$ cat src/rtl/core/lbpf_pkg.sv
// lbpf_pkg: shared types, register codes and constants for the light bar pair filter
// no dependencies; imported by every file under rtl/core

package lbpf_pkg;

  // image geometry, centre in Q12.4
  localparam int unsigned IMAGE_WIDTH  = 1280;
  localparam int unsigned IMAGE_HEIGHT = 1024;
  localparam logic [15:0] IMG_CX = 16'(IMAGE_WIDTH * 8);
  localparam logic [15:0] IMG_CY = 16'(IMAGE_HEIGHT * 8);

  // round(tan(50 deg) * 4096)
  localparam logic [12:0] TAN50_Q12 = 13'd4881;

  // configuration port
  localparam int unsigned CFG_IDX_W  = 3;
  localparam int unsigned CFG_DATA_W = 12;

  localparam logic [CFG_IDX_W-1:0] CFG_ANGLE_DIFF = 3'd0;
  localparam logic [CFG_IDX_W-1:0] CFG_OFFSET_X   = 3'd1;
  localparam logic [CFG_IDX_W-1:0] CFG_OFFSET_Y   = 3'd2;
  localparam logic [CFG_IDX_W-1:0] CFG_LEN_MISM   = 3'd3;
  localparam logic [CFG_IDX_W-1:0] CFG_SLOPE      = 3'd4;
  localparam logic [CFG_IDX_W-1:0] CFG_SPAN_MIN   = 3'd5;
  localparam logic [CFG_IDX_W-1:0] CFG_SPAN_MAX   = 3'd6;
  localparam logic [CFG_IDX_W-1:0] CFG_BIG_RATIO  = 3'd7;

  // payload field types
  typedef logic        [15:0] coord_t;
  typedef logic signed [11:0] tilt_t;
  typedef logic        [13:0] size_t;
  typedef logic        [32:0] dist_t;

  typedef struct packed {
    logic [11:0] angle_diff_limit;
    logic [7:0]  offset_x_limit;
    logic [7:0]  offset_y_limit;
    logic [7:0]  length_mismatch_limit;
    logic [7:0]  slope_limit;
    logic [7:0]  span_min;
    logic [7:0]  span_max;
    logic [7:0]  big_plate_ratio;
  } cfg_t;

  // first stage: differences and sums
  typedef struct packed {
    logic [15:0] adx;
    logic [15:0] ady;
    logic [11:0] atd;
    logic [14:0] len_sum;
    logic [13:0] len_max;
    logic [13:0] len_dif;
    logic [14:0] h_sum;
    coord_t      mid_x;
    coord_t      mid_y;
  } prep_t;

  // second stage: cross products, paired at equal widths
  typedef struct packed {
    logic        atd_over;
    logic [28:0] dev_lhs;
    logic [28:0] dev_rhs;
    logic [22:0] offx_lhs;
    logic [22:0] offx_rhs;
    logic [22:0] offy_lhs;
    logic [22:0] offy_rhs;
    logic [21:0] len_lhs;
    logic [21:0] len_rhs;
    logic [23:0] slope_lhs;
    logic [23:0] slope_rhs;
    logic [22:0] span_num;
    logic [22:0] span_lo;
    logic [22:0] span_hi;
    logic [22:0] span_big;
    coord_t      mid_x;
    coord_t      mid_y;
    logic [15:0] ex;
    logic [15:0] ey;
  } prod_t;

endpackage

$ cat src/rtl/core/lbpf_if.sv
// lbpf_in_if / lbpf_out_if: valid/ready channels carrying one bar pair and one verdict
// depends on lbpf_pkg for the field types

interface lbpf_in_if;
  import lbpf_pkg::*;

  logic   valid;
  logic   ready;
  coord_t left_x;
  coord_t left_y;
  tilt_t  left_tilt;
  size_t  left_height;
  size_t  left_len;
  coord_t right_x;
  coord_t right_y;
  tilt_t  right_tilt;
  size_t  right_height;
  size_t  right_len;

  modport source (output valid, left_x, left_y, left_tilt, left_height, left_len,
                  right_x, right_y, right_tilt, right_height, right_len,
                  input ready);
  modport sink   (input valid, left_x, left_y, left_tilt, left_height, left_len,
                  right_x, right_y, right_tilt, right_height, right_len,
                  output ready);
endinterface

interface lbpf_out_if;
  import lbpf_pkg::*;

  logic   valid;
  logic   ready;
  logic   suitable;
  logic   big_plate;
  coord_t mid_x;
  coord_t mid_y;
  dist_t  dist_sq;

  modport source (output valid, suitable, big_plate, mid_x, mid_y, dist_sq, input ready);
  modport sink   (input valid, suitable, big_plate, mid_x, mid_y, dist_sq, output ready);
endinterface

$ cat src/rtl/core/light_bar_pair_filter.sv
// light_bar_pair_filter: top level, geometric check of one candidate light bar pair
// depends on lbpf_pkg, lbpf_if, lbpf_cfg_regs, lbpf_prep, lbpf_mult, lbpf_decide
//
//   channel   direction  handshake          contents
//   in_ch     sink       valid / ready      left and right bar: x, y, tilt, height, len
//   out_ch    source     valid / ready      suitable, big_plate, mid_x, mid_y, dist_sq
//   cfg_*     write      cfg_we             cfg_idx selects a limit, cfg_data its value
//
// four register stages: differences, cross products, compares and squares, output
// one item per cycle unless out_ch.ready stalls; out_ch.valid comes from stage 4
// each stage holds its item until the next stage can take it; empty stages close up
// synchronous active-low reset clears the valid bits and loads the default limits
// limits are read straight from the registers; write them only while idle (unchecked)

module light_bar_pair_filter (
  input  logic                            clk,
  input  logic                            rst_n,
  lbpf_in_if.sink                         in_ch,
  lbpf_out_if.source                      out_ch,
  input  logic                            cfg_we,
  input  logic [lbpf_pkg::CFG_IDX_W-1:0]  cfg_idx,
  input  logic [lbpf_pkg::CFG_DATA_W-1:0] cfg_data
);
  import lbpf_pkg::*;

  cfg_t  cfg;
  logic  prep_v;
  logic  prep_rdy;
  prep_t prep;
  logic  prod_v;
  logic  prod_rdy;
  prod_t prod;

  // limit registers
  lbpf_cfg_regs u_cfg (
    .clk      (clk),
    .rst_n    (rst_n),
    .cfg_we   (cfg_we),
    .cfg_idx  (cfg_idx),
    .cfg_data (cfg_data),
    .cfg_o    (cfg)
  );

  // stage 1
  lbpf_prep u_prep (
    .clk        (clk),
    .rst_n      (rst_n),
    .in_ch      (in_ch),
    .prep_v_o   (prep_v),
    .prep_o     (prep),
    .prep_rdy_i (prep_rdy)
  );

  // stage 2
  lbpf_mult u_mult (
    .clk        (clk),
    .rst_n      (rst_n),
    .cfg_i      (cfg),
    .prep_v_i   (prep_v),
    .prep_i     (prep),
    .prep_rdy_o (prep_rdy),
    .prod_v_o   (prod_v),
    .prod_o     (prod),
    .prod_rdy_i (prod_rdy)
  );

  // stages 3 and 4
  lbpf_decide u_decide (
    .clk        (clk),
    .rst_n      (rst_n),
    .prod_v_i   (prod_v),
    .prod_i     (prod),
    .prod_rdy_o (prod_rdy),
    .out_ch     (out_ch)
  );

endmodule

$ cat src/rtl/core/lbpf_cfg_regs.sv
// lbpf_cfg_regs: the eight limit registers behind the write-only config port
// depends on lbpf_pkg

module lbpf_cfg_regs (
  input  logic                              clk,
  input  logic                              rst_n,
  input  logic                              cfg_we,
  input  logic [lbpf_pkg::CFG_IDX_W-1:0]    cfg_idx,
  input  logic [lbpf_pkg::CFG_DATA_W-1:0]   cfg_data,
  output lbpf_pkg::cfg_t                    cfg_o
);
  import lbpf_pkg::*;

  cfg_t cfg_r;
  cfg_t cfg_nxt;

  // register decode
  always_comb begin
    cfg_nxt = cfg_r;
    if (cfg_we) begin
      case (cfg_idx)
        CFG_ANGLE_DIFF: cfg_nxt.angle_diff_limit      = cfg_data;
        CFG_OFFSET_X:   cfg_nxt.offset_x_limit        = cfg_data[7:0];
        CFG_OFFSET_Y:   cfg_nxt.offset_y_limit        = cfg_data[7:0];
        CFG_LEN_MISM:   cfg_nxt.length_mismatch_limit = cfg_data[7:0];
        CFG_SLOPE:      cfg_nxt.slope_limit           = cfg_data[7:0];
        CFG_SPAN_MIN:   cfg_nxt.span_min              = cfg_data[7:0];
        CFG_SPAN_MAX:   cfg_nxt.span_max              = cfg_data[7:0];
        CFG_BIG_RATIO:  cfg_nxt.big_plate_ratio       = cfg_data[7:0];
        default:        cfg_nxt = cfg_r;
      endcase
    end
  end

  always_ff @(posedge clk) begin
    if (!rst_n) begin
      cfg_r.angle_diff_limit      <= 12'd96;
      cfg_r.offset_x_limit        <= 8'd72;
      cfg_r.offset_y_limit        <= 8'd8;
      cfg_r.length_mismatch_limit <= 8'd8;
      cfg_r.slope_limit           <= 8'd8;
      cfg_r.span_min              <= 8'd17;
      cfg_r.span_max              <= 8'd89;
      cfg_r.big_plate_ratio       <= 8'd50;
    end else begin
      cfg_r <= cfg_nxt;
    end
  end

  assign cfg_o = cfg_r;

endmodule

$ cat src/rtl/core/lbpf_prep.sv
// lbpf_prep: stage 1, absolute differences, sums and the pair centre
// depends on lbpf_pkg and lbpf_in_if

module lbpf_prep (
  input  logic            clk,
  input  logic            rst_n,
  lbpf_in_if.sink         in_ch,
  output logic            prep_v_o,
  output lbpf_pkg::prep_t prep_o,
  input  logic            prep_rdy_i
);
  import lbpf_pkg::*;

  logic               v_r;
  prep_t              prep_r;
  prep_t              prep_nxt;
  logic signed [12:0] td;
  logic        [16:0] sum_x;
  logic        [16:0] sum_y;

  assign in_ch.ready = !v_r || prep_rdy_i;

  // differences and sums of the two bars
  always_comb begin
    td    = 13'(in_ch.left_tilt) - 13'(in_ch.right_tilt);
    sum_x = 17'(in_ch.left_x) + 17'(in_ch.right_x);
    sum_y = 17'(in_ch.left_y) + 17'(in_ch.right_y);

    prep_nxt.adx = (in_ch.left_x > in_ch.right_x) ? in_ch.left_x - in_ch.right_x
                                                   : in_ch.right_x - in_ch.left_x;
    prep_nxt.ady = (in_ch.left_y > in_ch.right_y) ? in_ch.left_y - in_ch.right_y
                                                   : in_ch.right_y - in_ch.left_y;
    prep_nxt.atd = td[12] ? 12'(-td) : td[11:0];
    prep_nxt.len_sum = 15'(in_ch.left_len) + 15'(in_ch.right_len);
    prep_nxt.len_max = (in_ch.left_len > in_ch.right_len) ? in_ch.left_len
                                                          : in_ch.right_len;
    prep_nxt.len_dif = (in_ch.left_len > in_ch.right_len) ?
                       in_ch.left_len - in_ch.right_len :
                       in_ch.right_len - in_ch.left_len;
    prep_nxt.h_sum = 15'(in_ch.left_height) + 15'(in_ch.right_height);
    prep_nxt.mid_x = sum_x[16:1];
    prep_nxt.mid_y = sum_y[16:1];
  end

  always_ff @(posedge clk) begin
    if (!rst_n) begin
      v_r <= 1'b0;
    end else if (in_ch.ready) begin
      v_r <= in_ch.valid;
    end
  end

  always_ff @(posedge clk) begin
    if (in_ch.ready && in_ch.valid) begin
      prep_r <= prep_nxt;
    end
  end

  assign prep_v_o = v_r;
  assign prep_o   = prep_r;

endmodule

$ cat src/rtl/core/lbpf_mult.sv
// lbpf_mult: stage 2, cross products against the Q4 and Q5 limits, and centre offsets
// depends on lbpf_pkg

module lbpf_mult (
  input  logic            clk,
  input  logic            rst_n,
  input  lbpf_pkg::cfg_t  cfg_i,
  input  logic            prep_v_i,
  input  lbpf_pkg::prep_t prep_i,
  output logic            prep_rdy_o,
  output logic            prod_v_o,
  output lbpf_pkg::prod_t prod_o,
  input  logic            prod_rdy_i
);
  import lbpf_pkg::*;

  logic  v_r;
  prod_t prod_r;
  prod_t prod_nxt;

  assign prep_rdy_o = !v_r || prod_rdy_i;

  // one small multiplier per ratio test
  always_comb begin
    prod_nxt.atd_over  = prep_i.atd > cfg_i.angle_diff_limit;
    prod_nxt.dev_lhs   = 29'({prep_i.ady, 12'd0});
    prod_nxt.dev_rhs   = 29'(prep_i.adx) * 29'(TAN50_Q12);
    prod_nxt.offx_lhs  = 23'({prep_i.adx, 5'd0});
    prod_nxt.offx_rhs  = 23'(cfg_i.offset_x_limit) * 23'(prep_i.len_sum);
    prod_nxt.offy_lhs  = 23'({prep_i.ady, 5'd0});
    prod_nxt.offy_rhs  = 23'(cfg_i.offset_y_limit) * 23'(prep_i.len_sum);
    prod_nxt.len_lhs   = 22'({prep_i.len_dif, 4'd0});
    prod_nxt.len_rhs   = 22'(cfg_i.length_mismatch_limit) * 22'(prep_i.len_max);
    prod_nxt.slope_lhs = 24'({prep_i.ady, 4'd0});
    prod_nxt.slope_rhs = 24'(cfg_i.slope_limit) * 24'(prep_i.adx);
    prod_nxt.span_num  = 23'({prep_i.adx, 5'd0});
    prod_nxt.span_lo   = 23'(cfg_i.span_min) * 23'(prep_i.h_sum);
    prod_nxt.span_hi   = 23'(cfg_i.span_max) * 23'(prep_i.h_sum);
    prod_nxt.span_big  = 23'(cfg_i.big_plate_ratio) * 23'(prep_i.h_sum);
    prod_nxt.mid_x     = prep_i.mid_x;
    prod_nxt.mid_y     = prep_i.mid_y;
    prod_nxt.ex = (prep_i.mid_x > IMG_CX) ? prep_i.mid_x - IMG_CX : IMG_CX - prep_i.mid_x;
    prod_nxt.ey = (prep_i.mid_y > IMG_CY) ? prep_i.mid_y - IMG_CY : IMG_CY - prep_i.mid_y;
  end

  always_ff @(posedge clk) begin
    if (!rst_n) begin
      v_r <= 1'b0;
    end else if (prep_rdy_o) begin
      v_r <= prep_v_i;
    end
  end

  always_ff @(posedge clk) begin
    if (prep_rdy_o && prep_v_i) begin
      prod_r <= prod_nxt;
    end
  end

  assign prod_v_o = v_r;
  assign prod_o   = prod_r;

endmodule

$ cat src/rtl/core/lbpf_decide.sv
// lbpf_decide: stage 3 compares and squares, stage 4 distance sum and output register
// depends on lbpf_pkg and lbpf_out_if

module lbpf_decide (
  input  logic            clk,
  input  logic            rst_n,
  input  logic            prod_v_i,
  input  lbpf_pkg::prod_t prod_i,
  output logic            prod_rdy_o,
  lbpf_out_if.source      out_ch
);
  import lbpf_pkg::*;

  // stage 3 registers
  logic        v3_r;
  logic        ok_r;
  logic        big_r;
  coord_t      mx_r;
  coord_t      my_r;
  logic [31:0] sqx_r;
  logic [31:0] sqy_r;
  logic        ok_nxt;
  logic        rdy4;

  // stage 4 registers
  logic        v4_r;
  logic        suit4_r;
  logic        big4_r;
  coord_t      mx4_r;
  coord_t      my4_r;
  dist_t       d2_r;

  assign rdy4       = !v4_r || out_ch.ready;
  assign prod_rdy_o = !v3_r || rdy4;

  // all checks pass
  always_comb begin
    ok_nxt = !prod_i.atd_over
          && !(prod_i.dev_lhs   > prod_i.dev_rhs)
          && !(prod_i.offx_lhs  > prod_i.offx_rhs)
          && !(prod_i.offy_lhs  > prod_i.offy_rhs)
          && !(prod_i.len_lhs   > prod_i.len_rhs)
          && !(prod_i.slope_lhs > prod_i.slope_rhs)
          && !(prod_i.span_num  < prod_i.span_lo)
          && !(prod_i.span_num  > prod_i.span_hi);
  end

  always_ff @(posedge clk) begin
    if (!rst_n) begin
      v3_r <= 1'b0;
    end else if (prod_rdy_o) begin
      v3_r <= prod_v_i;
    end
  end

  always_ff @(posedge clk) begin
    if (prod_rdy_o && prod_v_i) begin
      ok_r  <= ok_nxt;
      big_r <= prod_i.span_num > prod_i.span_big;
      mx_r  <= prod_i.mid_x;
      my_r  <= prod_i.mid_y;
      sqx_r <= 32'(prod_i.ex) * 32'(prod_i.ex);
      sqy_r <= 32'(prod_i.ey) * 32'(prod_i.ey);
    end
  end

  // output register
  always_ff @(posedge clk) begin
    if (!rst_n) begin
      v4_r <= 1'b0;
    end else if (rdy4) begin
      v4_r <= v3_r;
    end
  end

  always_ff @(posedge clk) begin
    if (rdy4 && v3_r) begin
      suit4_r <= ok_r;
      big4_r  <= big_r;
      mx4_r   <= mx_r;
      my4_r   <= my_r;
      d2_r    <= 33'(sqx_r) + 33'(sqy_r);
    end
  end

  assign out_ch.valid     = v4_r;
  assign out_ch.suitable  = suit4_r;
  assign out_ch.big_plate = big4_r;
  assign out_ch.mid_x     = mx4_r;
  assign out_ch.mid_y     = my4_r;
  assign out_ch.dist_sq   = d2_r;

endmodule
$ cat src/flat_wrapper.sv
// flat-port wrapper written by rule: the top's interface ports become plain ports
module light_bar_pair_filter_flat import lbpf_pkg::*;
  (clk, rst_n, cfg_we, cfg_idx, cfg_data, in_ch_valid, in_ch_left_x, in_ch_left_y, in_ch_left_tilt, in_ch_left_height, in_ch_left_len, in_ch_right_x, in_ch_right_y, in_ch_right_tilt, in_ch_right_height, in_ch_right_len, in_ch_ready, out_ch_valid, out_ch_suitable, out_ch_big_plate, out_ch_mid_x, out_ch_mid_y, out_ch_dist_sq, out_ch_ready);
  lbpf_in_if in_ch_i ();
  lbpf_out_if out_ch_i ();
  input  logic clk;
  input  logic rst_n;
  input  logic cfg_we;
  input  logic [lbpf_pkg::CFG_IDX_W-1:0] cfg_idx;
  input  logic [lbpf_pkg::CFG_DATA_W-1:0] cfg_data;
  input wire logic [$bits(in_ch_i.valid)-1:0] in_ch_valid;
  input wire logic [$bits(in_ch_i.left_x)-1:0] in_ch_left_x;
  input wire logic [$bits(in_ch_i.left_y)-1:0] in_ch_left_y;
  input wire logic [$bits(in_ch_i.left_tilt)-1:0] in_ch_left_tilt;
  input wire logic [$bits(in_ch_i.left_height)-1:0] in_ch_left_height;
  input wire logic [$bits(in_ch_i.left_len)-1:0] in_ch_left_len;
  input wire logic [$bits(in_ch_i.right_x)-1:0] in_ch_right_x;
  input wire logic [$bits(in_ch_i.right_y)-1:0] in_ch_right_y;
  input wire logic [$bits(in_ch_i.right_tilt)-1:0] in_ch_right_tilt;
  input wire logic [$bits(in_ch_i.right_height)-1:0] in_ch_right_height;
  input wire logic [$bits(in_ch_i.right_len)-1:0] in_ch_right_len;
  output wire logic [$bits(in_ch_i.ready)-1:0] in_ch_ready;
  output wire logic [$bits(out_ch_i.valid)-1:0] out_ch_valid;
  output wire logic [$bits(out_ch_i.suitable)-1:0] out_ch_suitable;
  output wire logic [$bits(out_ch_i.big_plate)-1:0] out_ch_big_plate;
  output wire logic [$bits(out_ch_i.mid_x)-1:0] out_ch_mid_x;
  output wire logic [$bits(out_ch_i.mid_y)-1:0] out_ch_mid_y;
  output wire logic [$bits(out_ch_i.dist_sq)-1:0] out_ch_dist_sq;
  input wire logic [$bits(out_ch_i.ready)-1:0] out_ch_ready;
  assign in_ch_i.valid = in_ch_valid;
  assign in_ch_i.left_x = in_ch_left_x;
  assign in_ch_i.left_y = in_ch_left_y;
  assign in_ch_i.left_tilt = in_ch_left_tilt;
  assign in_ch_i.left_height = in_ch_left_height;
  assign in_ch_i.left_len = in_ch_left_len;
  assign in_ch_i.right_x = in_ch_right_x;
  assign in_ch_i.right_y = in_ch_right_y;
  assign in_ch_i.right_tilt = in_ch_right_tilt;
  assign in_ch_i.right_height = in_ch_right_height;
  assign in_ch_i.right_len = in_ch_right_len;
  assign in_ch_ready = in_ch_i.ready;
  assign out_ch_valid = out_ch_i.valid;
  assign out_ch_suitable = out_ch_i.suitable;
  assign out_ch_big_plate = out_ch_i.big_plate;
  assign out_ch_mid_x = out_ch_i.mid_x;
  assign out_ch_mid_y = out_ch_i.mid_y;
  assign out_ch_dist_sq = out_ch_i.dist_sq;
  assign out_ch_i.ready = out_ch_ready;
  light_bar_pair_filter u_core (.clk(clk), .rst_n(rst_n), .in_ch(in_ch_i), .out_ch(out_ch_i), .cfg_we(cfg_we), .cfg_idx(cfg_idx), .cfg_data(cfg_data));
endmodule
$ cat config.mk
export PLATFORM = sky130hd
export DESIGN_NAME = light_bar_pair_filter_flat
export DESIGN_NICKNAME = d
export VERILOG_FILES = /design/src/rtl/core/lbpf_pkg.sv /design/src/rtl/core/lbpf_if.sv /design/src/rtl/core/light_bar_pair_filter.sv /design/src/rtl/core/lbpf_cfg_regs.sv /design/src/rtl/core/lbpf_prep.sv /design/src/rtl/core/lbpf_mult.sv /design/src/rtl/core/lbpf_decide.sv /design/src/flat_wrapper.sv
export SDC_FILE = /design/constraint.sdc
export NUM_CORES = 2
export LEC_CHECK = 0
export BUFFER_PORTS_ARGS = -buffer_cell sky130_fd_sc_hd__buf_4
export CAP_MARGIN = 20
export CORE_MARGIN = 3
export CORE_UTILIZATION = 53
export CTS_CLUSTER_SIZE = 16
export DETAILED_ROUTE_END_ITERATION = 8
export PLACE_DENSITY = 0.8
export SYNTH_ARGS = -nofsm -noshare
export SYNTH_HDL_FRONTEND = slang
export SYNTH_SLANG_ARGS = --single-unit
$ cat constraint.sdc
create_clock -name clk -period 32.6 [get_ports clk]
set_clock_uncertainty 0.2 [all_clocks]
set_input_delay 1.63 -clock clk [delete_from_list [all_inputs] [get_ports clk]]
set_output_delay 1.63 -clock clk [all_outputs]
set_load 0.02 [all_outputs]
==> Word-level counts from Yosys, hierarchy flattened <==
Cells that the tools add are included.
{ "classes": {"add_sub_neg": 17, "multipliers": 10, "n_lt_le_gt_ge": 14, "eq_ne": 7, "muxes": 7, "n_reduce_logical": 36} }
{ "ops": {"columns": ["op", "n"], "rows": [
  ["$mul 8x15->23", 5],
  ["$gt 21x23->1", 4],
  ["$mul 16x16->32", 2],
  ["$mux 16", 4],
  ["$sub 16x16->16", 4],
  ["$add 16x16->17", 2],
  ["$add 32x32->33", 1],
  ["$gt 16x14->1 const B", 2],
  ["$gt 16x16->1", 2],
  ["$sub 14x16->16 const A", 2],
  ["$sub 16x14->16 const B", 2],
  ["$add 14x14->15", 2],
  ["$gt 28x29->1", 1],
  ["$mul 16x13->29 const B", 1],
  ["$mux 14", 2],
  ["$sub 14x14->14", 2],
  ["$gt 20x24->1", 1],
  ["$mul 8x16->24", 1],
  ["$lt 21x23->1", 1],
  ["$gt 18x22->1", 1],
  ["$mul 8x14->22", 1],
  ["$reduce_and 2->1", 8],
  ["$gt 14x14->1", 1],
  ["$sub 12x12->13", 1],
  ["other kinds (10)", 38]
]} }
{ "word_totals": {"reg_bits": 672, "in_bits": 164, "out_inout_bits": 69, "word_cells": 139} }

==> Logic depth before layout (Yosys ltp) <==
{ "logic_depth": {"depth_word": 9, "depth_mapped": 26, "mapped_depth_nobuf": 24} }

==> By module <==
From an unflattened synthesis, not the netlist that was laid out.
{ "unflattened": {"hier_cells": 8113, "area_unflattened_um2": 79906.6} }
{ "by_module_without_submodules": {"columns": ["mod", "instances", "cells_per_inst", "area_per_inst_um2", "seq_area_each_um2"], "rows": [
  ["lbpf_mult", 1, 3917, 39808.2, 8878.5],
  ["lbpf_decide", 1, 2635, 25404.4, 4934.7],
  ["lbpf_prep", 1, 1307, 12069.1, 4013.8],
  ["lbpf_cfg_regs", 1, 254, 2625.0, 1361.3]
]} }

==> Worst setup path after synthesis <==
No wires, ideal clock.
{ "synth_path": {"path_kind": "input port to flip-flop", "from": "input port out_ch_ready", "to": "register u_core.u_mult.prod_r (netlist bit u_core.u_mult.prod_o[100]), enable pin", "setup_ns": 0.992, "t_arrival_ns": 14.913, "t_required_ns": 31.408, "slack_ns": 16.495, "cell_stages": 3, "n_path_buf": 0, "cell_sequence": "nor2b_1 -> and3_1 -> nor2b_1"} }
{ "synth_via": {"elab_chain_cells": 4} }
{ "synth_rtl": {"columns": ["element", "line", "rtl"], "rows": [
  ["start, declared", "flat_wrapper.sv:29", "input wire logic [$bits(out_ch_i.ready)-1:0] out_ch_ready;"],
  ["$logic_or 1x1->1", "lbpf_decide.sv:33", "assign rdy4 = !v4_r || out_ch.ready;"],
  ["$logic_or 1x1->1", "lbpf_decide.sv:34", "assign prod_rdy_o = !v3_r || rdy4;"],
  ["$logic_or 1x1->1", "lbpf_mult.sv:21", "assign prep_rdy_o = !v_r || prod_rdy_i;"],
  ["$logic_and 1x1->1", "lbpf_mult.sv:55", "if (prep_rdy_o && prep_v_i) begin"],
  ["end signal, assigned", "lbpf_mult.sv:56", "prod_r <= prod_nxt;"],
  ["end, declared", "lbpf_mult.sv:18", "prod_t prod_r;"]
]} }
Every way passes these cells.
A chain may end at the register's enable or synchronous reset.

==> Final worst setup path <==
{ "layout_path": {"from": "register u_core.u_mult.prod_r (netlist bit u_core.u_mult.prod_o[8])", "to": "register u_core.u_decide.sqy_r[29] (data pin)"} }
{ "layout_via": {"elab_chain_cells": 1} }
{ "layout_rtl": {"columns": ["element", "line", "rtl"], "rows": [
  ["$mul 16x16->32", "lbpf_decide.sv:63", "sqy_r <= 32'(prod_i.ey) * 32'(prod_i.ey);"],
  ["end signal, assigned", "lbpf_decide.sv:63", null],
  ["end, declared", "lbpf_decide.sv:21", "logic [31:0] sqy_r;"]
]} }
Every way passes these cells.

==> parameters.txt <==
Parameter                              Value

Outcome
  Outcome    completed

Finish
  Fill cell instance count of the final layout    11500
  Utilization after layout    58.3%
  Area of all sequential standard cells    19100 um^2
  Net count of the finished layout    9757
  Fraction of final layout cells sized beyond drive strength 1    5.95%
  Post-route cell area    81800 um^2
  Synth-to-layout area growth    8.39%
  Multi-input gate area    50200 um^2

Timing
  Post-route minimum period    7.45 ns
  Setup TNS after final layout    0 ns
  Worst-margin pin slew    1.17 ns
  Final count of negative-setup-slack endpoints    0
  Final worst-path cycle share    22.9%
  Highest attainable clock frequency    0.134 GHz
  Worst Hold Margin    0.199 ns
  Setup repair after global routing missed its margin    false
  Final Hold Viols    0
  Worst setup slack after layout    25.15 ns
  Final Max Tran Viols    0
  Worst relative slew slack    22.2%

Global route
  GR Util All Layers    24.2%
  Antenna violations before repair    3
  Via count of the first global-routing pass    57000
  Global-route congestion overflow total    0
  First-pass GRT wire length    287000 um
  Pin count of the biggest net entering global routing    79

Synth
  Flip-flop cell with the highest count after synthesis    edfxtp_1
  Post-Syn Nets    9626
  Ys async rst share    0%
  Mapped cell area    75400 um^2
  EDFF count, synth    589
  Synthesized area divided by synthesized cell count    9.91 um^2
  Most instantiated library cell after synthesis    inv_1
  Post-synth top area share    24.2%
  Synth cell types    91
  Synthesis-stage register bit count    661
  Top cells by area in the synthesized netlist    fa_1 (24%), edfxtp_1 (23%), ha_1 (15%)
  Share of synthesized area occupied by flip-flops and latches    25.4%
  Number of instances in the synthesized netlist    7616
  Post-synth top area cell    fa_1
  List of most frequent post-synthesis cells    inv_1 (1411), ha_1 (934), fa_1 (912), nand2_1 (889), edfxtp_1 (589)
  Yosys warns    0

Placement
  Number of buffers inserted by port buffering    232
  Placer congestion estimate    0.918
  Post-place setup slack    25.14 ns
  Total half-perimeter wirelength after legalization and detailed placement    135000 um
  Area of placed instances    78900 um^2

Power
  Worst IR drop on VDD    178 uV
  Pwr Density    85.2 nW/um^2
  P_leak    38.2 nW

Setup path
  Stage delay of the slowest cell on the critical path    0.67 ns
  Kind of start point of the critical path    register
  Worst reg-to-reg setup slack    25.15 ns
  Gate family responsible for the most delay along the worst path    adder cells
  Endpoint class of the critical path    register
  Crit Path Class    register to register
  Depth of the most critical reg-to-reg path    24
  Endpoint of the worst-slack reg-to-reg timing path    u_core.u_decide.sqy_r[29]$_DFFE_PP_
  List of cells traversed by the critical path    nand2_1 -> inv_1 -> fa_1 -> inv_1 -> fa_1 -> inv_1 -> fa_1 -> inv_1 -> fa_1 -> inv_1 -> fa_1 -> inv_1 -> fa_1 -> inv_1 -> ha_1 -> a21o_1 -> a221oi_1 -> nand2_1 -> a21oi_1 -> o41ai_1 -> a31oi_1 -> o21ai_0 -> a211oi_1 -> nor2_1
  Startpoint of the most critical register-to-register path    u_core.u_mult.prod_o[8]$_DFFE_PP_
  CP Data Required Time    32.86 ns
  CP dominant cell by count    inv_1
  Crit path arrival time    7.71 ns
  Buf/Inv on CP    7
  Worst setup path start    u_core.u_mult.prod_o[8]$_DFFE_PP_
  CP max FO    16
  Highest-delay cell along the critical path    a221oi_1

Clock network
  CTS clk-pin slew, worst paths    0.06 ns
  Maximum level of the CTS H-tree    3
  CTS tree    done
  Number of buffers added by the clock tree synthesis step    80
  Setup Fix Bufs, Post-CTS    0
  Clock root cell    clkbuf_16
  Post-CTS Hold Buffers    0
  Resized Gates After CTS    0
  Buffer levels on the longest clock path    3
  Latest clock arrival within the worst-skew pair    0.71 ns
  # clock sinks    661

Die
  Core ar.    140000 um^2
  Die area    147000 um^2
  Number of primary I/O pins    233
  DIE WIDTH    383 um
  Die Y-Extent    383 um
  Initial Utilization    53.7%
  Num rows    137

Route
  Total number of vias    53700
  Antenna Violating Nets Remaining    0
  Aggregate routed wire length    174000 um
  Remaining DRCs    0
  Number of violations reported at the end of detailed-routing iteration 0    3302
  Routed vias/inst    5.54
  Routed WL per cell    17.9 um
  TritonRoute pass-1 iters    5

Job
  Max-cap violations    0

Min path
  Worst min-delay path startpoint    u_core.u_prep.prep_o[107]$_DFFE_PP_
  Destination of the worst hold path    u_core.u_mult.prod_o[189]$_DFFE_PP_
  Hold Path Stages    0
  Path class of the lowest-slack min-delay path    register to register
==> registers in the layout (all words and copies together) (netlist names), 30 cells and up <==
signal and count:
u_core.u_prep.prep_o 133, u_core.u_mult.prod_o 295, u_core.u_decide.out_ch.dist_sq 33, u_core.u_cfg.cfg_o 68, u_core.u_decide.sqy_r 30, u_core.u_decide.sqx_r 30
==> cells in the final DEF (no fill, tap or decap), types with 28 or more instances in the layout <==
master and count:
a211oi_1 31, a21boi_0 66, a21o_1 147, a21oi_1 304, a31oi_1 31, and2_1 472
and3_1 28, buf_4 256, clkbuf_16 80, dfxtp_1 72, edfxtp_1 589, fa_1 912
ha_1 934, inv_1 1411, nand2_1 889, nand2b_1 40, nand3_1 84, nand4_1 39
nor2_1 259, nor2b_1 73, nor3_1 90, o21a_1 49, o21ai_0 158, o21bai_1 38
xnor2_1 265, xor2_1 81
==> how the worst max path moves through the flow <==
stage / endpoint / slack, ns / cells after the start
6_report: u_core.u_decide.sqy_r[29]$_DFFE_PP_ / 25.15 / 24
5_1_grt: u_core.u_decide.sqy_r[29]$_DFFE_PP_ / 24.77 / 24
4_1_cts: u_core.u_decide.sqy_r[29]$_DFFE_PP_ / 25.12 / 24
3_5_place_dp: u_core.u_decide.sqy_r[29]$_DFFE_PP_ / 25.14 / 24
3_3_place_gp: u_core.u_decide.sqy_r[29]$_DFFE_PP_ / 25.28 / 24
2_1_floorplan: u_core.u_mult.prod_o[100]$_DFFE_PP_ / 16.49 / 3
==> cell type report <==
cell class	instances	area share, %
diodes	6	0.0184
inverters	1413	6.49
multi-input cells	5333	61.4
well taps	1876	2.87
clock inverters	57	0.881
flip-flops and latches	661	23.4
clock buffers	90	2.53
repair buffers	258	2.39
==> through the flow <==
step	power (W)	std cells
3_3_place_gp	0.00582	9539
2_1_floorplan	0.00495	7616
5_1_grt	0.00769	9691
6_report	0.00697	9694
3_5_place_dp	0.00601	9539
4_1_cts	0.00701	9686
==> kinds of logic (layout without fill, tap and decap cells) <==
kind of cell	count (synthesis)	after routing	synth area share (%)
other	0	6	0
adder cells (fa/ha/maj)	1846	1846	39.7
buffers and inverters	1622	1818	8.12
XOR/XNOR	346	346	4.02
flip-flops	661	661	25.4
multiplexers	30	30	0.408
AND/OR/NAND/NOR	2085	2085	13.3
AO/OA/AOI/OAI	1026	1026	9.10
==> report_power, final <==
group | total [W] | internal (W) | switching, W
Combinational | 0.00457 | 0.00198 | 0.00259
Clock | 0.000950 | 0.000560 | 0.000390
Sequential | 0.00145 | 0.00132 | 0.000125
Total | 0.00697 | 0.00387 | 0.00310
==> layer usage <==
layer	routed length, um	part of all wire [%]	track usage [%]	vias to the layer above
li1	-	-	-	25000
met1	67900	39	29.6	26500
met2	87700	50	42.6	1768
met4	7090	4.1	9.48	0
met3	11000	6.3	3.89	422
met5	0	0	0	-
==> worst reg2reg max path: cells and delay by family (launching register included) <==
family	cells	cell delay, ns
AOI/OAI and AO/OA	7	2.13
adders and majority gates	7	3.43
buffers and inverters	7	0.40
DFF	1	0.66
and+or+nand+nor	3	0.39
Power figures use the tool's default switching activity.
